[src/rtl/igfr_pkg.sv]
// igfr_pkg: shared types and constants of the idle gap frame receiver
// no dependencies; used by every module under rtl/
`default_nettype none

package igfr_pkg;

    // frame and slot geometry
    localparam int FRAME_BYTES = 256;
    localparam int SLOTS       = 4;
    localparam int BANKS       = SLOTS + 1;
    localparam int IDX_W       = $clog2(FRAME_BYTES);
    localparam int LEN_W       = $clog2(FRAME_BYTES + 1);
    localparam int SLOT_W      = $clog2(SLOTS);
    localparam int BANK_W      = $clog2(BANKS);
    localparam int ADDR_W      = $clog2(BANKS * FRAME_BYTES);

    // beat field widths
    localparam int CMD_W      = 2;
    localparam int BYTE_W     = 8;
    localparam int RSLOT_W    = 2;
    localparam int ROFF_W     = 8;
    localparam int FSLOT_W    = 2;
    localparam int FLEN_W     = 9;
    localparam int LIMIT_W    = 16;
    localparam int IDLE_W     = LIMIT_W + 1;
    localparam int S_DATA_W   = 24;
    localparam int M_DATA_W   = 24;

    localparam logic [LIMIT_W-1:0] LIMIT_RESET = 16'd10;

    // command codes on the input tuser
    localparam logic [CMD_W-1:0] CMD_BYTE = 2'd0;
    localparam logic [CMD_W-1:0] CMD_TICK = 2'd1;
    localparam logic [CMD_W-1:0] CMD_READ = 2'd2;

    // result kinds on the output tuser
    localparam logic KIND_DONE = 1'b0;
    localparam logic KIND_READ = 1'b1;

    // queue between front and back
    localparam int QDEPTH  = 2;
    localparam int QPTR_W  = $clog2(QDEPTH);
    localparam int QCNT_W  = $clog2(QDEPTH + 1);

    typedef enum logic [1:0] {
        OP_BYTE,
        OP_TICK,
        OP_READ
    } op_kind_t;

    typedef struct packed {
        op_kind_t             kind;
        logic [BYTE_W-1:0]    rx_byte;
        logic [RSLOT_W-1:0]   read_slot;
        logic [ROFF_W-1:0]    read_offset;
    } op_t;

    typedef enum logic {
        ST_IDLE,
        ST_RD_WAIT
    } back_state_t;

endpackage

`default_nettype wire

[src/rtl/igfr_fifo.sv]
// igfr_fifo: short operation queue between the front and the back
// depends on igfr_pkg
`default_nettype none

module igfr_fifo (
    input  wire logic          aclk,
    input  wire logic          aresetn,
    input  wire logic          push,
    input  igfr_pkg::op_t      push_op,
    output logic               full,
    input  wire logic          pop,
    output logic               not_empty,
    output igfr_pkg::op_t      head_op
);

    igfr_pkg::op_t                  entry_reg [igfr_pkg::QDEPTH];
    logic [igfr_pkg::QPTR_W-1:0]    wr_ptr_reg, wr_ptr_next;
    logic [igfr_pkg::QPTR_W-1:0]    rd_ptr_reg, rd_ptr_next;
    logic [igfr_pkg::QCNT_W-1:0]    count_reg, count_next;

    assign full      = (count_reg == igfr_pkg::QCNT_W'(igfr_pkg::QDEPTH));
    assign not_empty = (count_reg != '0);
    assign head_op   = entry_reg[rd_ptr_reg];

    // pointer and count update
    always_comb begin
        wr_ptr_next = wr_ptr_reg;
        rd_ptr_next = rd_ptr_reg;
        count_next  = count_reg;
        if (push) begin
            wr_ptr_next = (wr_ptr_reg == igfr_pkg::QPTR_W'(igfr_pkg::QDEPTH - 1))
                        ? '0 : wr_ptr_reg + 1'b1;
        end
        if (pop) begin
            rd_ptr_next = (rd_ptr_reg == igfr_pkg::QPTR_W'(igfr_pkg::QDEPTH - 1))
                        ? '0 : rd_ptr_reg + 1'b1;
        end
        if (push && !pop) begin
            count_next = count_reg + 1'b1;
        end else if (pop && !push) begin
            count_next = count_reg - 1'b1;
        end
    end

    always_ff @(posedge aclk) begin
        if (!aresetn) begin
            wr_ptr_reg <= '0;
            rd_ptr_reg <= '0;
            count_reg  <= '0;
        end else begin
            wr_ptr_reg <= wr_ptr_next;
            rd_ptr_reg <= rd_ptr_next;
            count_reg  <= count_next;
        end
    end

    // queue storage
    always_ff @(posedge aclk) begin
        if (push) begin
            entry_reg[wr_ptr_reg] <= push_op;
        end
    end

    // checks
    a_no_overflow: assert property (@(posedge aclk) disable iff (!aresetn)
        push |-> (!full || pop))
        else $error("queue push while full");

    a_no_underflow: assert property (@(posedge aclk) disable iff (!aresetn)
        pop |-> not_empty)
        else $error("queue pop while empty");

    a_count_bound: assert property (@(posedge aclk) disable iff (!aresetn)
        count_reg <= igfr_pkg::QCNT_W'(igfr_pkg::QDEPTH))
        else $error("queue count out of range");

endmodule

`default_nettype wire

[config.mk]
export PLATFORM = sky130hd
export DESIGN_NAME = igfr_fifo
export DESIGN_NICKNAME = d
export VERILOG_FILES = /design/src/rtl/igfr_pkg.sv /design/src/rtl/igfr_fifo.sv
export SDC_FILE = /design/constraint.sdc
export NUM_CORES = 1
export LEC_CHECK = 0
export BUFFER_PORTS_ARGS = -buffer_cell sky130_fd_sc_hd__buf_2
export CAP_MARGIN = 20
export CORE_UTILIZATION = 50
export CTS_CLUSTER_SIZE = 10
export DETAILED_ROUTE_END_ITERATION = 10
export MAX_ROUTING_LAYER = met4
export PLACE_DENSITY = 0.74
export SKIP_LAST_GASP = 1
export SLEW_MARGIN = 25
export SYNTH_ARGS = -nofsm -noshare
export SYNTH_HDL_FRONTEND = slang
export SYNTH_SLANG_ARGS = --single-unit
[constraint.sdc]
create_clock -name aclk -period 2.46 [get_ports aclk]
set_clock_uncertainty 0.1 [all_clocks]
set_input_delay 0.492 -clock aclk [delete_from_list [all_inputs] [get_ports aclk]]
set_output_delay 0.492 -clock aclk [all_outputs]
set_load 0.05 [all_outputs]
==> impl_metrics.py <==
metrics = {
    "timing": {
        "hold-worst-slack_ns": 0.228,
        "fmax_mhz": 491,
        "fin_crit_sh": 0.828,
        "tns_ns": 0,
        "rsz0062_at_grt": "false",
        "maxSlewViolCount": 0,
        "worst_pin_slew_ns": 0.277,
        "finalCriticalPeriod_ns": 2.04,
        "relSlewSlack": 0.815,
        "setup_viol": 0,
        "hold_viol_final": 0,
    },
    "run": {
        "maxCapViolations": 0,
    },
    "status": {
        "run_status": "complete, no violations",
    },
    "worst_setup_path": {
        "critical_path_required_ns": 1.87,
        "worstPathArrival_ns": 1.44,
        "path_cells": "buf_4 > mux2_2 > buf_2",
        "cp_max_fo": 10,
        "worst-setup-path-type": "register to output pin",
        "rr_endpoint": "entry_reg[0][7]",
        "r2r_start": "wr_ptr_reg",
        "cp_slowest_stage_delay_ns": 0.35,
        "crit_buf_inv": 2,
        "crit_slowest_cell": "dfxtp_1",
        "r2r_cells": 2,
        "critPathTopFamily": "buffers and inverters",
        "crit_path_end_kind": "output pin",
        "regToRegSetupSlack_ns": 1.30,
        "start_kind": "register",
    },
    "global_route": {
        "gr-total-overflow": 0,
        "grt_max_degree": 22,
        "grtUsageTotal": 0.158,
        "grt_antenna_before_repair": 0,
        "first_global_vias": 836,
        "grt_pass1_wl_um": 3710,
    },
    "clocking": {
        "postCtsSetupRepairBufs": 0,
        "ctsHtreeMaxLevel": 2,
        "clk_pin_slew_ns": 0.12,
        "clock-root-buffer": "clkbuf_4",
        "clkLatencyLatePin_ns": 0.34,
        "cts_sinks": 45,
        "hold_buffers": 0,
        "cts-buffers-inserted": 5,
        "cts_tree": "built",
        "postCtsResizedCells": 0,
        "cts_buffer_depth": 2,
    },
    "synth": {
        "synth_area_per_cell_um2": 19.7,
        "ys_warn_count": 0,
        "ys_seq_area_frac": 0.785,
        "syn-cell-area_mm2": 0.00166,
        "synth_nets": 109,
        "synth-seq-cells": 45,
        "synth_cell_types": 16,
        "syn_inst": 84,
    },
    "worst_hold_path": {
        "hold_end": "entry_reg[0][15]",
        "hold_class": "input port to register",
        "holdPathStages": 1,
        "min_from": "push_op[15]",
    },
    "die": {
        "initial_core_util": 0.534,
        "dieArea_mm2": 0.00355,
        "core-area_mm2": 0.00310,
        "fp.dieH_um": 59.6,
        "io_pins": 46,
        "rows": 20,
        "die_w_um": 59.6,
    },
    "pwr": {
        "ir_drop_mv": 0.490,
        "power_mw": 1.52,
        "power.leakage_nw": 0.787,
        "power_density_mw_per_mm2": 752,
    },
    "layout": {
        "largest_reg_flops": 40,
        "final_common_cell": "buf_2",
        "area_delta_synth_final_pct": 21.7,
        "diodes": 0,
        "drive_above_1_share": 0.564,
        "finalNetCount": 164,
        "layout_common_cells": "buf_2, edfxtp_1, mux2_2",
        "fill_cells": 246,
    },
    "route": {
        "via_count": 874,
        "antenna_left": 0,
        "routedWlPerCell_um": 13.5,
        "drt_iter0_markers": 19,
        "dr.pass1.iters": 4,
        "drt_wl_total_um": 2490,
        "viasPerCell": 4.75,
        "drc_errors": 0,
    },
    "placed_design": {
        "place_congestion": 0.626,
        "port_buffers": 45,
        "hpwlAfterDp_um": 1750,
    },
}
[where the power goes]
part	internal [mW]	switching, mW	leakage (nW)
Clock	0.104	0.211	0.0300
Combinational	0.0985	0.211	0.340
Sequential	0.878	0.0145	0.417
[stage by stage]
step,setup WS (ns),util,instances,area [um2]
after floorplan,0.502,-,84,1660
after global placement,0.806,0.634,176,1970
after global routing,0.322,0.650,184,2020
after detailed placement,0.794,0.634,176,1970
final,0.423,0.650,184,2020
after CTS,0.384,0.650,184,2020
[synthesized netlist by cell type]
cell type  instances  area [um2]
edfxtp_1          40        1200
ha_1               1        12.5
or2_2              1        6.26
and2_1             4        25.0
dfxtp_1            5         100
o21ai_0            1        5.00
o21a_1             1        7.51
xor2_1             2        17.5
or3_1              1        6.26
inv_1              1        3.75
buf_2              2        10.0
xnor2_1            1        8.76
and2b_2            1        8.76
a21boi_1           1        7.51
nor2b_1            2        12.5
mux2_2            20         225
[logic make-up after synthesis]
| logic type | after synthesis | share of synthesized area |
|---|---|---|
| flip-flops | 45 | 0.785 |
| multiplexers | 20 | 0.136 |
| AND/OR/NAND/NOR | 9 | 0.0355 |
| AO/OA/AOI/OAI | 3 | 0.0121 |
| XOR/XNOR | 3 | 0.0159 |
| buffers and inverters | 3 | 0.00830 |
| adder cells (fa/ha/maj) | 1 | 0.00755 |
[worst register-to-register path: stages (launching register included)]
cell,delay (ns)
dfxtp_1,0.35
nor2b_2,0.11
buf_4,0.29
[worst max-delay path by stage]
stage	slack, ns	depth (start not counted)	endpoint
2_1_floorplan	0.50	1	entry_reg[0][0]
3_3_place_gp	0.81	3	head_op[17]
3_5_place_dp	0.79	3	head_op[10]
4_1_cts	0.38	3	head_op[10]
5_1_grt	0.32	3	head_op[8]
6_report	0.42	3	head_op[10]
[routing by layer]
metal,part of all wire,global-route usage,vias to the layer above
li1,-,-,431
met1,0.43,0.182,419
met5,0,-,-
met3,0.054,0.0742,0
met2,0.52,0.241,24
met4,0,0.0598,0
[final cells by class]
type	instances	area (um2)	area share
Inverter	1	3.75	0.00186
Clock buffer	5	37.5	0.0186
Timing Repair Buffer	50	263	0.130
Clock inverter	3	12.5	0.00620
Multi-Input combinational cell	36	345	0.171
Sequential cell	45	1300	0.645
Tap cell	44	55.1	0.0273
Note: power is estimated with default switching activity, not from simulation.
